File: config.mk
export PLATFORM = sky130hd
export DESIGN_NAME = load_level_storage_sequencer
export DESIGN_NICKNAME = d
export VERILOG_FILES = /design/src/sv/llss_pkg.sv /design/src/sv/load_level_storage_sequencer.sv /design/src/sv/llss_div.sv
export SDC_FILE = /design/constraint.sdc
export NUM_CORES = 1
export LEC_CHECK = 0
export BUFFER_PORTS_ARGS = -buffer_cell sky130_fd_sc_hd__buf_2
export CAP_MARGIN = 10
export CORE_MARGIN = 3
export CORE_UTILIZATION = 40
export DETAILED_ROUTE_END_ITERATION = 10
export PLACE_DENSITY_LB_ADDON = 0.2
export SYNTH_ARGS = -nofsm -noshare
export SYNTH_HDL_FRONTEND = slang
export SYNTH_SLANG_ARGS = --single-unit
File: constraint.sdc
create_clock -name clock -period 21.8 [get_ports clock]
set_input_delay 4.36 -clock clock [delete_from_list [all_inputs] [get_ports clock]]
set_output_delay 4.36 -clock clock [all_outputs]
set_load 0.02 [all_outputs]
File: src/sv/llss_pkg.sv
package llss_pkg;

   // Configuration port
   localparam int CSR_IDX_W  = 3;
   localparam int CSR_DATA_W = 20;

   localparam logic [CSR_IDX_W-1:0] CSR_LIGHT_LIMIT  = 3'd0;
   localparam logic [CSR_IDX_W-1:0] CSR_STABLE_LIMIT = 3'd1;
   localparam logic [CSR_IDX_W-1:0] CSR_RELEASE      = 3'd2;
   localparam logic [CSR_IDX_W-1:0] CSR_RAMP_UP_END  = 3'd3;
   localparam logic [CSR_IDX_W-1:0] CSR_HOLD_END     = 3'd4;
   localparam logic [CSR_IDX_W-1:0] CSR_CYCLE_END    = 3'd5;
   localparam logic [CSR_IDX_W-1:0] CSR_ENDSTOP      = 3'd6;

   // Field widths
   localparam int MW_W    = 16;
   localparam int MM_W    = 16;
   localparam int SHORT_W = 16;
   localparam int MS_W    = 20;
   localparam int NOW_W   = 32;
   localparam int DUTY_W  = 7;
   localparam int GRID_W  = 2;

   // Grid state codes
   localparam logic [GRID_W-1:0] GRID_LIGHT    = 2'd0;
   localparam logic [GRID_W-1:0] GRID_STABLE   = 2'd1;
   localparam logic [GRID_W-1:0] GRID_OVERLOAD = 2'd2;

   // Duty constants
   localparam logic [DUTY_W-1:0] PCT_FULL         = 7'd100;
   localparam logic [DUTY_W-1:0] RELEASE_DUTY     = 7'd40;
   localparam logic [DUTY_W-1:0] DESCENT_MIN_DUTY = 7'd30;
   localparam int                LIGHT_SPAN       = 50;

   // x*70/100 for x <= 100 as (x * 367010) >> 19
   localparam int                DESCENT_SHIFT  = 19;
   localparam int                DESCENT_PROD_W = 26;
   localparam logic [18:0]       DESCENT_RECIP  = 19'd367010;

   // Register reset values
   localparam logic [MW_W-1:0]    LIGHT_LIMIT_RST  = 16'd1000;
   localparam logic [MW_W-1:0]    STABLE_LIMIT_RST = 16'd1200;
   localparam logic [SHORT_W-1:0] RELEASE_RST      = 16'd1500;
   localparam logic [MS_W-1:0]    RAMP_UP_END_RST  = 20'd30000;
   localparam logic [MS_W-1:0]    HOLD_END_RST     = 20'd75000;
   localparam logic [MS_W-1:0]    CYCLE_END_RST    = 20'd105000;
   localparam logic [MM_W-1:0]    ENDSTOP_RST      = 16'd200;

   // Shared divider: every quotient it serves stays below 128
   localparam int DIV_NUM_W = 27;
   localparam int DIV_DEN_W = 20;
   localparam int QUOT_W    = 7;
   localparam int DIV_CNT_W = 3;

   typedef struct packed {
      logic                 start;
      logic [DIV_NUM_W-1:0] num;
      logic [DIV_DEN_W-1:0] den;
   } llss_div_req_type;

   typedef struct packed {
      logic              done;
      logic [QUOT_W-1:0] quot;
   } llss_div_rsp_type;

endpackage

File: src/sv/load_level_storage_sequencer.sv
// Load-level storage sequencer: one request item per control tick (timestamp, load
// power, top and bottom end-stop distances) yields one response item with grid state,
// motor duty and direction, dissipation duty, latch command and a servo strobe that
// fires when the latch command changes. Power below light_limit_mw lifts the weight at
// 100 down toward 50 percent; up to stable_limit_mw everything stops; above that an
// overload cycle runs: a release lift at 40 percent with the latch open, then a
// dissipation ramp, hold and fall while the weight is lowered at 30 plus 70 percent of
// the dissipation duty until the bottom end-stop locks the latch. The cycle restarts
// once the time past the release exceeds cycle_end_ms. The longest paths wait on one
// shared divider that resolves one of seven quotient bits per cycle. req_ready is high
// only between items; a finished item sits in the response register while the next one
// is already taken and worked on.
// The configuration port is always ready; write it only while the block is idle.
module load_level_storage_sequencer
   import llss_pkg::*;
#(
   parameter int TIME_BITS = 32
) (
   input  logic                  clock,
   input  logic                  reset,
   // Request channel
   input  logic                  req_valid,
   output logic                  req_ready,
   input  logic [NOW_W-1:0]      req_now_ms,
   input  logic [MW_W-1:0]       req_power_mw,
   input  logic [MM_W-1:0]       req_top_distance_mm,
   input  logic [MM_W-1:0]       req_bottom_distance_mm,
   // Response channel
   output logic                  rsp_valid,
   input  logic                  rsp_ready,
   output logic [GRID_W-1:0]     rsp_grid_state,
   output logic [DUTY_W-1:0]     rsp_motor_duty,
   output logic                  rsp_motor_up,
   output logic [DUTY_W-1:0]     rsp_dissipation_duty,
   output logic                  rsp_latch_open,
   output logic                  rsp_latch_changed,
   // Configuration port
   input  logic                  csr_valid,
   output logic                  csr_ready,
   input  logic [CSR_IDX_W-1:0]  csr_index,
   input  logic [CSR_DATA_W-1:0] csr_data
);

   // Compare width covers both cycle times and the 20-bit schedule registers
   localparam int CmpW = (TIME_BITS > MS_W) ? TIME_BITS : MS_W;

   typedef enum logic [2:0] {
      S_IDLE, S_CLASS, S_TIME, S_CURVE, S_DIV, S_POST, S_DESC, S_OUT
   } state_type;

   typedef enum logic [1:0] {
      OP_LIGHT, OP_RISE, OP_FALL
   } div_op_type;

   // Configuration registers
   logic [MW_W-1:0]    light_limit_ff;
   logic [MW_W-1:0]    stable_limit_ff;
   logic [SHORT_W-1:0] release_ff;
   logic [MS_W-1:0]    ramp_up_end_ff;
   logic [MS_W-1:0]    hold_end_ff;
   logic [MS_W-1:0]    cycle_end_ff;
   logic [MM_W-1:0]    endstop_ff;

   // Sequencer and persistent state
   state_type              state_ff, state_in;
   div_op_type             op_ff, op_in;
   logic                   in_cycle_ff, in_cycle_in;
   logic                   descent_ff, descent_in;
   logic                   latch_pos_ff, latch_pos_in;
   logic [TIME_BITS-1:0]   start_ff, start_in;

   // Captured item and working values
   logic [TIME_BITS-1:0]   now_ff, now_in;
   logic [MW_W-1:0]        power_ff, power_in;
   logic                   top_hit_ff, top_hit_in;
   logic                   bot_hit_ff, bot_hit_in;
   logic [GRID_W-1:0]      mode_ff, mode_in;
   logic [CmpW-1:0]        t_ff, t_in;
   logic [DUTY_W-1:0]      motor_ff, motor_in;
   logic [DUTY_W-1:0]      diss_ff, diss_in;
   logic                   up_ff, up_in;
   logic                   open_ff, open_in;

   // Response register
   logic                   rsp_valid_ff, rsp_valid_in;
   logic [GRID_W-1:0]      rsp_grid_ff, rsp_grid_in;
   logic [DUTY_W-1:0]      rsp_motor_ff, rsp_motor_in;
   logic                   rsp_up_ff, rsp_up_in;
   logic [DUTY_W-1:0]      rsp_diss_ff, rsp_diss_in;
   logic                   rsp_open_ff, rsp_open_in;
   logic                   rsp_changed_ff, rsp_changed_in;

   // Divider hookup
   llss_div_req_type       div_req_ff, div_req_in;
   llss_div_rsp_type       div_rsp;

   logic [TIME_BITS-1:0]   elapsed;
   logic [CmpW-1:0]        fall_off;
   logic [DESCENT_PROD_W-1:0] descent_prod;

   llss_div u_div (
      .clock   (clock),
      .reset   (reset),
      .div_req (div_req_ff),
      .div_rsp (div_rsp)
   );

   assign req_ready = (state_ff == S_IDLE);
   assign csr_ready = 1'b1;

   assign elapsed      = now_ff - start_ff;
   assign fall_off     = t_ff - CmpW'(hold_end_ff);
   assign descent_prod = DESCENT_PROD_W'(diss_ff) * DESCENT_PROD_W'(DESCENT_RECIP);

   always_comb begin
      state_in       = state_ff;
      op_in          = op_ff;
      in_cycle_in    = in_cycle_ff;
      descent_in     = descent_ff;
      latch_pos_in   = latch_pos_ff;
      start_in       = start_ff;
      now_in         = now_ff;
      power_in       = power_ff;
      top_hit_in     = top_hit_ff;
      bot_hit_in     = bot_hit_ff;
      mode_in        = mode_ff;
      t_in           = t_ff;
      motor_in       = motor_ff;
      diss_in        = diss_ff;
      up_in          = up_ff;
      open_in        = open_ff;
      div_req_in     = div_req_ff;
      div_req_in.start = 1'b0;
      rsp_valid_in   = rsp_valid_ff;
      rsp_grid_in    = rsp_grid_ff;
      rsp_motor_in   = rsp_motor_ff;
      rsp_up_in      = rsp_up_ff;
      rsp_diss_in    = rsp_diss_ff;
      rsp_open_in    = rsp_open_ff;
      rsp_changed_in = rsp_changed_ff;

      // Drop the response once the consumer takes it
      if (rsp_valid_ff && rsp_ready) begin
         rsp_valid_in = 1'b0;
      end

      unique case (state_ff)
         S_IDLE: begin
            // Capture the item; end-stop tests happen right here
            if (req_valid) begin
               now_in     = TIME_BITS'(req_now_ms);
               power_in   = req_power_mw;
               top_hit_in = (req_top_distance_mm != '0) &&
                            (req_top_distance_mm <= endstop_ff);
               bot_hit_in = (req_bottom_distance_mm != '0) &&
                            (req_bottom_distance_mm <= endstop_ff);
               state_in   = S_CLASS;
            end
         end
         S_CLASS: begin
            motor_in = '0;
            diss_in  = '0;
            up_in    = 1'b1;
            open_in  = 1'b0;
            // Light test first, then stable; inverted limits follow that order
            if (power_ff < light_limit_ff) begin
               mode_in        = GRID_LIGHT;
               in_cycle_in    = 1'b0;
               descent_in     = 1'b0;
               op_in          = OP_LIGHT;
               div_req_in.start = 1'b1;
               div_req_in.num = DIV_NUM_W'(power_ff) * DIV_NUM_W'(LIGHT_SPAN);
               div_req_in.den = DIV_DEN_W'(light_limit_ff);
               state_in       = S_DIV;
            end else if (power_ff <= stable_limit_ff) begin
               mode_in     = GRID_STABLE;
               in_cycle_in = 1'b0;
               descent_in  = 1'b0;
               up_in       = 1'b0;
               state_in    = S_OUT;
            end else begin
               mode_in = GRID_OVERLOAD;
               open_in = 1'b1;
               // Entering overload starts a fresh cycle at this tick
               if (!in_cycle_ff) begin
                  in_cycle_in = 1'b1;
                  descent_in  = 1'b0;
                  start_in    = now_ff;
               end
               state_in = S_TIME;
            end
         end
         S_TIME: begin
            if (CmpW'(elapsed) <= CmpW'(release_ff)) begin
               motor_in = RELEASE_DUTY;
               state_in = S_OUT;
            end else begin
               t_in     = CmpW'(elapsed) - CmpW'(release_ff);
               state_in = S_CURVE;
            end
         end
         S_CURVE: begin
            // Past the fall: restart the cycle, but this tick still uses t
            if (t_ff > CmpW'(cycle_end_ff)) begin
               start_in   = now_ff;
               descent_in = 1'b0;
            end
            if (t_ff <= CmpW'(ramp_up_end_ff)) begin
               if (ramp_up_end_ff == '0) begin
                  diss_in  = '0;
                  state_in = S_DESC;
               end else begin
                  op_in            = OP_RISE;
                  div_req_in.start = 1'b1;
                  div_req_in.num   = DIV_NUM_W'(t_ff[MS_W-1:0]) * DIV_NUM_W'(PCT_FULL);
                  div_req_in.den   = ramp_up_end_ff;
                  state_in         = S_DIV;
               end
            end else if (t_ff <= CmpW'(hold_end_ff)) begin
               diss_in  = PCT_FULL;
               state_in = S_DESC;
            end else if (t_ff >= CmpW'(cycle_end_ff)) begin
               diss_in  = '0;
               state_in = S_DESC;
            end else begin
               op_in            = OP_FALL;
               div_req_in.start = 1'b1;
               div_req_in.num   = DIV_NUM_W'(fall_off[MS_W-1:0]) * DIV_NUM_W'(PCT_FULL);
               div_req_in.den   = cycle_end_ff - hold_end_ff;
               state_in         = S_DIV;
            end
         end
         S_DIV: begin
            // Hold until the shared divider reports its quotient
            if (div_rsp.done) begin
               state_in = S_POST;
            end
         end
         S_POST: begin
            case (op_ff)
               OP_LIGHT: begin
                  motor_in = top_hit_ff ? '0 : (PCT_FULL - div_rsp.quot);
                  state_in = S_OUT;
               end
               OP_RISE: begin
                  diss_in  = div_rsp.quot;
                  state_in = S_DESC;
               end
               OP_FALL: begin
                  diss_in  = PCT_FULL - div_rsp.quot;
                  state_in = S_DESC;
               end
               default: begin
                  state_in = S_OUT;
               end
            endcase
         end
         S_DESC: begin
            // Dissipation never exceeds 100 here, so the duty stays within 100
            if (!descent_ff) begin
               up_in = 1'b0;
               if (bot_hit_ff) begin
                  motor_in   = '0;
                  open_in    = 1'b0;
                  descent_in = 1'b1;
               end else begin
                  motor_in = DESCENT_MIN_DUTY +
                             descent_prod[DESCENT_PROD_W-1:DESCENT_SHIFT];
               end
            end else begin
               motor_in = '0;
               open_in  = 1'b0;
            end
            state_in = S_OUT;
         end
         S_OUT: begin
            // Load the response register once it is free
            if (!rsp_valid_ff || rsp_ready) begin
               rsp_valid_in   = 1'b1;
               rsp_grid_in    = mode_ff;
               rsp_motor_in   = motor_ff;
               rsp_up_in      = up_ff;
               rsp_diss_in    = diss_ff;
               rsp_open_in    = open_ff;
               rsp_changed_in = (open_ff != latch_pos_ff);
               latch_pos_in   = open_ff;
               state_in       = S_IDLE;
            end
         end
         default: begin
            state_in = S_IDLE;
         end
      endcase
   end

   always_ff @(posedge clock) begin
      if (reset) begin
         state_ff         <= S_IDLE;
         in_cycle_ff      <= 1'b0;
         descent_ff       <= 1'b0;
         latch_pos_ff     <= 1'b0;
         start_ff         <= '0;
         mode_ff          <= GRID_LIGHT;
         rsp_valid_ff     <= 1'b0;
         div_req_ff.start <= 1'b0;
         light_limit_ff   <= LIGHT_LIMIT_RST;
         stable_limit_ff  <= STABLE_LIMIT_RST;
         release_ff       <= RELEASE_RST;
         ramp_up_end_ff   <= RAMP_UP_END_RST;
         hold_end_ff      <= HOLD_END_RST;
         cycle_end_ff     <= CYCLE_END_RST;
         endstop_ff       <= ENDSTOP_RST;
      end else begin
         state_ff         <= state_in;
         in_cycle_ff      <= in_cycle_in;
         descent_ff       <= descent_in;
         latch_pos_ff     <= latch_pos_in;
         start_ff         <= start_in;
         mode_ff          <= mode_in;
         rsp_valid_ff     <= rsp_valid_in;
         div_req_ff.start <= div_req_in.start;
         if (csr_valid && csr_ready) begin
            unique case (csr_index)
               CSR_LIGHT_LIMIT:  light_limit_ff  <= csr_data[MW_W-1:0];
               CSR_STABLE_LIMIT: stable_limit_ff <= csr_data[MW_W-1:0];
               CSR_RELEASE:      release_ff      <= csr_data[SHORT_W-1:0];
               CSR_RAMP_UP_END:  ramp_up_end_ff  <= csr_data[MS_W-1:0];
               CSR_HOLD_END:     hold_end_ff     <= csr_data[MS_W-1:0];
               CSR_CYCLE_END:    cycle_end_ff    <= csr_data[MS_W-1:0];
               CSR_ENDSTOP:      endstop_ff      <= csr_data[MM_W-1:0];
               default: begin
               end
            endcase
         end
      end
      op_ff          <= op_in;
      now_ff         <= now_in;
      power_ff       <= power_in;
      top_hit_ff     <= top_hit_in;
      bot_hit_ff     <= bot_hit_in;
      t_ff           <= t_in;
      motor_ff       <= motor_in;
      diss_ff        <= diss_in;
      up_ff          <= up_in;
      open_ff        <= open_in;
      div_req_ff.num <= div_req_in.num;
      div_req_ff.den <= div_req_in.den;
      rsp_grid_ff    <= rsp_grid_in;
      rsp_motor_ff   <= rsp_motor_in;
      rsp_up_ff      <= rsp_up_in;
      rsp_diss_ff    <= rsp_diss_in;
      rsp_open_ff    <= rsp_open_in;
      rsp_changed_ff <= rsp_changed_in;
   end

   assign rsp_valid            = rsp_valid_ff;
   assign rsp_grid_state       = rsp_grid_ff;
   assign rsp_motor_duty       = rsp_motor_ff;
   assign rsp_motor_up         = rsp_up_ff;
   assign rsp_dissipation_duty = rsp_diss_ff;
   assign rsp_latch_open       = rsp_open_ff;
   assign rsp_latch_changed    = rsp_changed_ff;

endmodule

File: src/sv/llss_div.sv
module llss_div
   import llss_pkg::*;
(
   input  logic             clock,
   input  logic             reset,
   input  llss_div_req_type div_req,
   output llss_div_rsp_type div_rsp
);

   logic                 busy_ff, busy_in;
   logic                 done_ff, done_in;
   logic [DIV_CNT_W-1:0] cnt_ff, cnt_in;
   logic [DIV_NUM_W-1:0] rem_ff, rem_in;
   logic [DIV_NUM_W-1:0] dsh_ff, dsh_in;
   logic [QUOT_W-1:0]    quot_ff, quot_in;
   logic                 fits;

   // One quotient bit per cycle, most significant first
   always_comb begin
      busy_in = busy_ff;
      done_in = 1'b0;
      cnt_in  = cnt_ff;
      rem_in  = rem_ff;
      dsh_in  = dsh_ff;
      quot_in = quot_ff;
      fits    = (rem_ff >= dsh_ff);
      if (div_req.start) begin
         busy_in = 1'b1;
         cnt_in  = DIV_CNT_W'(QUOT_W - 1);
         rem_in  = div_req.num;
         dsh_in  = DIV_NUM_W'(div_req.den) << (QUOT_W - 1);
         quot_in = '0;
      end else if (busy_ff) begin
         if (fits) begin
            rem_in = rem_ff - dsh_ff;
         end
         quot_in = {quot_ff[QUOT_W-2:0], fits};
         dsh_in  = dsh_ff >> 1;
         if (cnt_ff == '0) begin
            busy_in = 1'b0;
            done_in = 1'b1;
         end else begin
            cnt_in = cnt_ff - 1'b1;
         end
      end
   end

   always_ff @(posedge clock) begin
      if (reset) begin
         busy_ff <= 1'b0;
         done_ff <= 1'b0;
         cnt_ff  <= '0;
      end else begin
         busy_ff <= busy_in;
         done_ff <= done_in;
         cnt_ff  <= cnt_in;
      end
      rem_ff  <= rem_in;
      dsh_ff  <= dsh_in;
      quot_ff <= quot_in;
   end

   assign div_rsp.done = done_ff;
   assign div_rsp.quot = quot_ff;

endmodule

== Word-level counts from Yosys, hierarchy flattened ==
Cells that the tools add are included.
W data, S select, Z words.

* Register bits after elaboration: 397
* Input bits: 108
* Output and inout port bits: 22
* Word-level logic and storage cells: 218

* $add $sub $neg: 8
* Multipliers: 4
* Magnitude comparators: 10
* Equal/unequal tests: 36
* Mux-type cells: 73
* Bitwise operators: 3
* Reductions and logical operators: 43

{| class="wikitable"
|+ Operators with widths
! operator !! count
|-
| $mux W48 || 5
|-
| $mux W32 || 4
|-
| $pmux W48 S2 || 1
|-
| $mux W27 || 3
|-
| $le A32 B20 Y1 || 2
|-
| $pmux W32 S2 || 1
|-
| $mux W7 || 9
|-
| $mux W26 || 2
|-
| $mul A20 B5 Y25 const B || 2
|-
| $le A16 B16 Y1 || 3
|-
| $sub A20 B20 Y20 || 2
|-
| $ge A32 B20 Y1 || 1
|-
| $gt A32 B20 Y1 || 1
|-
| $le A32 B16 Y1 || 1
|-
| $reduce_bool A16 Y1 || 2
|-
| $sub A32 B16 Y32 || 1
|-
| $sub A32 B32 Y32 || 1
|-
| $mux W3 || 10
|-
| $reduce_and A2 Y1 || 15
|-
| $pmux W7 S4 || 1
|-
| $ge A27 B26 Y1 || 1
|-
| $sub A27 B26 Y27 || 1
|-
| $mul A7 B18 Y25 const B || 1
|-
| $pmux W3 S8 || 1
|-
| other kinds (37) || 106
|}

== Logic depth before layout (Yosys ltp) ==
Gate-level depths: netlist of the first run.

* Word-level depth: 6
* Gate-level depth with buffers: 26

== By module ==
Synthesis of the first run repeated with hierarchy kept, for this count alone.

* Cell total of the unflattened synthesis: 3475
* Area total of the unflattened synthesis: 31325.0 µm²

{| class="wikitable"
|+ By module, submodules not included
! module !! times used !! cells an instance !! area each (µm²) !! sequential area each (µm²)
|-
| load_level_storage_sequencer || 1 || 2992 || 26888.3 || 8257.9
|-
| llss_div || 1 || 483 || 4436.8 || 1771.7
|}

== Least setup slack after synthesis of the first run ==
OpenSTA, ideal clock, no wires.

* Path kind: register to register
* Start point: register t_ff[0]
* End point: register div_req_ff[0] (netlist bit) (enable)
* Library setup time: 714 ps
* Arrival time: 10069 ps
* Path slack: 11018 ps
* Stages on the path, launching flop included: 13
* Period minus slack after synthesis: 10782 ps
* Cells stage by stage: edfxtp_1 inv_1 ha_1 fa_1 nor2b_1 o21ai_0 a21oi_1 o31ai_1 a31oi_1 o21ai_0 a211oi_1 nor2_1 a2111oi_0

* Longest elaborated chain between the ends: 3

{| class="wikitable"
|+ Ends and longest elaborated chain
! element !! line !! text
|-
| start, declared || load_level_storage_sequencer.sv:78 || <nowiki>logic [CmpW-1:0] t_ff, t_in;</nowiki>
|-
| start signal, assigned || load_level_storage_sequencer.sv:341 || <nowiki>t_ff <= t_in;</nowiki>
|-
| $le A32 B20 Y1 (tied with other cells) || load_level_storage_sequencer.sv:208 || <nowiki>if (t_ff <= CmpW'(ramp_up_end_ff)) begin</nowiki>
|-
| $ne A3 B3 Y1 (no source line) || -- ||
|-
| $reduce_and A5 Y1 (no source line) * || -- ||
|-
| end, declared || load_level_storage_sequencer.sv:94 || <nowiki>llss_div_req_type div_req_ff, div_req_in;</nowiki>
|}

Mark *: on every way between the ends. The rest lies on a longest branch, timed or not.
A chain may end at the register's enable or synchronous reset.

==> results of run 1 <==
## cell type report
type,count,share of cell area
Antenna cell,1,0.0000748
Clock buffer,64,0.0396
Clock inverter,23,0.00591
Inverter,474,0.0532
Multi-Input combinational cell,2385,0.542
Sequential cell,395,0.300
Tap cell,969,0.0363
Timing Repair Buffer,143,0.0226
## registers in the layout (all words and copies together), names as in the netlist, 16 cells and up
signal and count:
now_ff 32, hold_end_ff 20, stable_limit_ff 16, endstop_ff 16, start_ff 32, light_limit_ff 16, cycle_end_ff 20, t_ff 32
release_ff 16, u_div.dsh_ff 26, power_ff 16, div_req_ff 47, u_div.rem_ff 27, ramp_up_end_ff 20
## synth_stat cells, drive strengths merged (4+ instances only)
cell type and count:
o21bai 13, nand3b 24, ha 457, nand3 50, edfxtp 212, and3 25
xnor2 91, fa 61, nand2b 34, and2 15, a311oi 4, o21a 37
nor2 205, o211ai 16, a21o 100, o31ai 35, or2 11, nand2 359
nand4b 4, buf 14, nor4 23, a21oi 217, o21ai 119, nor3 49
a21boi 13, clkbuf 77, mux2i 49, nand4 35, inv 474, a211o 33
a2111oi 9, o22ai 18, or3 17, o2111ai 4, a22oi 20, and4 5
a211oi 18, o221ai 21, xor2 86, a31oi 21, nor2b 44, dfxtp 183
## stage by stage
step / total power [W] / setup WS, ns
final: 0.00399 / 15.54
after global routing: 0.00438 / 14.94
after CTS: 0.00402 / 15.51
after detailed placement: 0.00322 / 15.38
after global placement: 0.00322 / 15.38
after floorplan: 0.00269 / 11.02
## layout by cell type (no fill, tap or decap), types with 37 or more instances in the layout
cell type  instances
a21o_1            98
a21oi_1          217
buf_2            127
clkbuf_16         49
dfxtp_1          182
edfxtp_1         212
fa_1              61
ha_1             457
inv_1            474
mux2i_1           49
nand2_1          359
nand3_1           50
nor2_1           204
nor2b_1           43
nor3_1            46
o21a_1            37
o21ai_0          118
xnor2_1           91
xor2_1            85
## routing by layer
metal  part of all wire  global-route usage  routed length [um]  up-vias
met5            0.00020                   0                  16        -
met4              0.043              0.0820                3490        4
met3              0.047              0.0314                3750      142
met2               0.45               0.332               36000      443
met1               0.46               0.274               37300    10976
li1                   -                   -                   -    11865
## cell families after synthesis
group	Yosys count	synth area share
and+or+nand+nor	908	0.140
AOI/OAI and AO/OA	730	0.159
buffers and inverters	566	0.0720
adders and majority gates	518	0.229
DFF	395	0.331
xor gates and xnor gates	177	0.0514
muxes	51	0.0173
other	1	0.000124
## power by group
part / internal [W] / total, W / switching (W)
logic: 0.000946 / 0.00226 / 0.00131
registers: 0.000881 / 0.000958 / 0.0000777
clock network: 0.000442 / 0.000777 / 0.000335
## how the worst max path moves through the flow
stage | startpoint | end | slack (ns) | cells after the start
after floorplan | t_ff[0] | div_req_ff[0] | 11.02 | 12
after global placement | req_bottom_distance_mm[1] | bot_hit_ff | 15.38 | 13
after detailed placement | req_top_distance_mm[1] | top_hit_ff | 15.38 | 13
after CTS | t_ff[1] | div_req_ff[40] | 15.51 | 23
after global routing | t_ff[1] | div_req_ff[46] | 14.94 | 24
final | t_ff[1] | div_req_ff[40] | 15.54 | 23
==> impl_metrics.yaml, run 1 <==
status:
  status: "completed"
final_layout:
  utilization: 0.448
  final_nets: 4072
  drive_above_1_share: 0.0758
  regArea_mm2: 0.0100
  final_area_mm2: 0.0334
  multiInputGateArea_mm2: 0.0181
  syn2layout_area_growth_pct: 10.4
  finalNonFillerCells: 4454
  fillers: 7366
critical_path:
  path_cells: "ha_1 -> nor2b_1 -> o21ai_0 -> a21boi_0 -> o21ai_0 -> nand2b_1 -> a31oi_1 -> o21ai_0 -> o41a_1 -> a21oi_1 -> xnor2_1 -> inv_1 -> fa_1 -> inv_1 -> ha_1 -> or3_1 -> a2111oi_0 -> nor2_1 -> nand3_1 -> a31oi_1 -> a32oi_1 -> o22ai_1 -> or3b_2"
  r2r_cells: 23
  r2r-end: "div_req_ff[40]"
  cp.required_ns: 22.11
  startpoint_type: "flop"
  r2r_slack_ns: 15.54
  critical_path.slowest_cell: "edfxtp_1"
  reg2reg_from: "t_ff[1]"
  worstPathArrival_ns: 6.57
  cp_top_family: "compound AO/OA/AOI/OAI gates"
  crit_buf_inv: 2
  path_common_cell: "o21ai_0"
  cp_max_fo: 6
  crit_path_end_kind: "flop"
  path_class: "flop to flop"
  cpPeakStageDelay_ns: 0.53
floorplan:
  num_io_pins: 130
  die-area_mm2: 0.0791
  die_x_um: 281
  coreArea_mm2: 0.0747
  rows: 100
  initial_core_util: 0.406
  die_h_um: 281
timing:
  setup_tns_ns: 0
  min_period_over_period: 0.287
  max_freq_mhz: 160
  whs_ns: 0.419
  rsz0062_at_grt: "false"
  worst_slew_pin_slew_ns: 1.19
  fin_crit_ns: 6.26
  clock_skew_ns: 0.0374
  drv_slew: 0
  relSlewSlack: 0.207
  setup_viol: 0
  hold_viol: 0
clocking:
  cts_setup_buffers: 0
  post_cts_resized: 0
  clkTransAtPathRegs_ns: 0.07
  cts_tree: "built"
  cts.sinks: 395
  cts_hold_buffers: 0
  numCtsBuffers: 47
  htree_num_levels: 2
  cts-root-buf: "clkbuf_16"
  insertion_delay_ns: 0.61
  clockBufferDepth: 3
routing:
  wire_per_inst_um: 18.1
  first_iter_violations: 1572
  vias: 23430
  antenna_left: 0
  post-route-drc-count: 0
  dr.pass1.iters: 5
  viasPerCell: 5.26
  routed_wl_mm: 80.6
place:
  place_area_mm2: 0.0319
  globalplace.congestion: 0.947
  dp_cells: 4366
  hpwl_mm: 62.1
  io_buffers: 128
yosys:
  ys_ff_latch: 395
  seq_area_frac_synth: 0.331
  postSynthCellCount: 3346
  synth_top_cell_by_area: "edfxtp_1"
  synth.distinct_cells: 88
  syn_nets: 3972
  ys_async_sr_fraction: 0
  synth-main-ff-cell: "edfxtp_1"
  postSynthAreaPerCell_um2: 9.05
  synth_top_area_share: 0.210
  synthTopCellsByArea: "edfxtp_1 21%, ha_1 19%, dfxtp_1 12%, inv_1 5.9%, nand2_1 4.4%"
  synth_edf_count: 212
  synth_area_mm2: 0.0303
  yosysWarningCount: 0
power_and_ir_drop:
  power_density_mw_per_mm2: 119
  ir_drop_uv: 76.1
  p_leak_nw: 14.8
global_route:
  antenna_found_initial: 3
  grt_overflow: 0
  grt_use_total: 0.205
  grt_pass1_wl_mm: 127
  grt_pass1_vias: 22901
  grt_max_degree: 87
flow_run:
  drv_cap: 0
hold_path:
  holdPathStages: 0
  hold_class: "flop to flop"
  hold_path_end: "rsp_motor_duty[6]"
  hold_path.startpoint: "motor_ff[6]"
Power figures use the tool's default switching activity.
==> run 2: changes to the inputs <==
- clock period: 21.8 -> 6.36 ns (I/O delays scaled with it)
==> run 2 against run 1 <==
  * Setup slack worse by 15 ns
  * Utilization is 0.36 points higher
  * Fmax is 5.1% higher
  * Register-to-register slack worse by 15 ns
  * Combinational power grew to 3.5 times the previous value
  * Non-clock buffer count is 9 higher
  * Wire length is 0.15% lower
  * Critical path depth is 2 higher
==> impl_metrics.yaml, run 2 (synthesized netlist as in run 1, its figures left out) <==
routing:
  first_iter_violations: 1293
  wire_per_inst_um: 18.0
  vias: 23247
  dr.pass1.iters: 5
  viasPerCell: 5.21
  antenna_left: 0
  routed_wl_mm: 80.5
  post-route-drc-count: 0
place:
  hpwl_mm: 63.4
  dp_cells: 4374
  place_area_mm2: 0.0320
  io_buffers: 128
  dpl_worst_slack_ns: 0.308
  globalplace.congestion: 0.904
clocking:
  clockBufferDepth: 3
  cts_hold_buffers: 0
  cts.sinks: 395
  cts_tree: "built"
  cts_setup_buffers: 0
  htree_num_levels: 2
  numCtsBuffers: 47
  cts-root-buf: "clkbuf_16"
  clkTransAtPathRegs_ns: 0.06
  insertion_delay_ns: 0.59
global_route:
  antenna_found_initial: 2
  grt_overflow: 0
  grt_pass1_vias: 22446
  busiest_layer: "met2"
  use_met2: 0.343
  grt_use_met3: 0.0207
  grt_pass1_wl_mm: 126
  grt_max_degree: 144
  grt_use_total: 0.203
  use_met1: 0.276
floorplan:
  coreArea_mm2: 0.0747
  die_x_um: 281
  rows: 100
  initial_core_util: 0.406
  num_io_pins: 130
  die-area_mm2: 0.0791
  die_h_um: 281
final_layout:
  regArea_mm2: 0.0100
  final_area_mm2: 0.0337
  diodes: 0
  largest_register_ffs: 47
  final_common_cell: "inv_1"
  multiInputGateArea_mm2: 0.0182
  syn2layout_area_growth_pct: 11.2
  final_nets: 4081
  drive_above_1_share: 0.0787
  final_cell_mix: "474 x inv_1, 457 x ha_1, 359 x nand2_1, 216 x a21oi_1, 212 x edfxtp_1"
  fillers: 7242
  largest-register: "div_req_ff"
  finalNonFillerCells: 4462
timing:
  relSlewSlack: 0.295
  min_period_over_period: 0.936
  drv_slew: 0
  clock_skew_ns: 0.0249
  fin_crit_ns: 5.95
  max_freq_mhz: 168
  setup_viol: 0
  worst_slew_pin_slew_ns: 1.05
  setup_tns_ns: 0
  hold_viol: 0
  setup_ws_ns: 0.406
  rsz0062_at_grt: "false"
critical_path:
  path_common_cell: "ha_1"
  cp_max_fo: 4
  worstPathArrival_ns: 6.26
  cp_top_family: "adder cells"
  crit_buf_inv: 4
  reg2reg_from: "t_ff[0]"
  critical_path.slowest_cell: "fa_1"
  r2r_cells: 25
  path_class: "flop to flop"
  r2r-end: "div_req_ff[40]"
  cp.required_ns: 6.67
  startpoint_type: "flop"
  crit_path_end_kind: "flop"
  cpPeakStageDelay_ns: 0.53
  r2r_slack_ns: 0.41
power_and_ir_drop:
  ir_drop_uv: 317
  power_density_mw_per_mm2: 415
  p_leak_nw: 14.9
flow_run:
  drv_cap: 0
hold_path:
  hold_class: "flop to flop"
  holdPathStages: 0
  hold_path.startpoint: "motor_ff[6]"
  hold_path_end: "rsp_motor_duty[6]"
status:
  status: "completed"
## run 2: power by group
part           total (W)  internal [W]  leakage, nW  switching, W
Clock            0.00292       0.00181        0.805       0.00111
Sequential       0.00324       0.00302         3.46      0.000219
Combinational    0.00785       0.00331         10.7       0.00453
## run 2: cell type report
cell class / count / area share
clock inverters: 24 / 0.0118
inverters: 474 / 0.0528
repair buffers: 152 / 0.0249
flip-flops and latches: 395 / 0.298
well taps: 969 / 0.0360
clock buffers: 63 / 0.0376
multi-input cells: 2385 / 0.539
## run 2: metal layers
| metal | share of wire | up-vias |
|---|---|---|
| li1 | - | 11870 |
| met1 | 0.47 | 10804 |
| met2 | 0.47 | 462 |
| met3 | 0.041 | 109 |
| met4 | 0.027 | 2 |
| met5 | 0.00016 | - |
## run 2: what timing repair did
| action | CTS | global route |
|---|---|---|
| endpoints found under the hold margin | 0 | 0 |
| resized for setup | 0 | 6 |
| setup endpoints to repair | 0 | 6 |
## run 2: worst max path at each step
stage | startpoint | end | cells after the start
floorplan | t_ff[0] | div_req_ff[0] | 12
global placement | hold_end_ff[1] | div_req_ff[40] | 25
detailed placement | hold_end_ff[1] | div_req_ff[46] | 26
CTS | hold_end_ff[1] | div_req_ff[46] | 26
global route | hold_end_ff[1] | div_req_ff[42] | 26
finish | t_ff[0] | div_req_ff[40] | 25
## run 2: metrics by stage
stage	hold WS, ns	util	total power, W
final	0.423	0.451	0.0140
after global routing	0.435	0.451	0.0153
after floorplan	0.400	-	0.00920
after global placement	0.414	0.428	0.0110
after detailed placement	0.410	0.428	0.0110
after CTS	0.429	0.451	0.0141
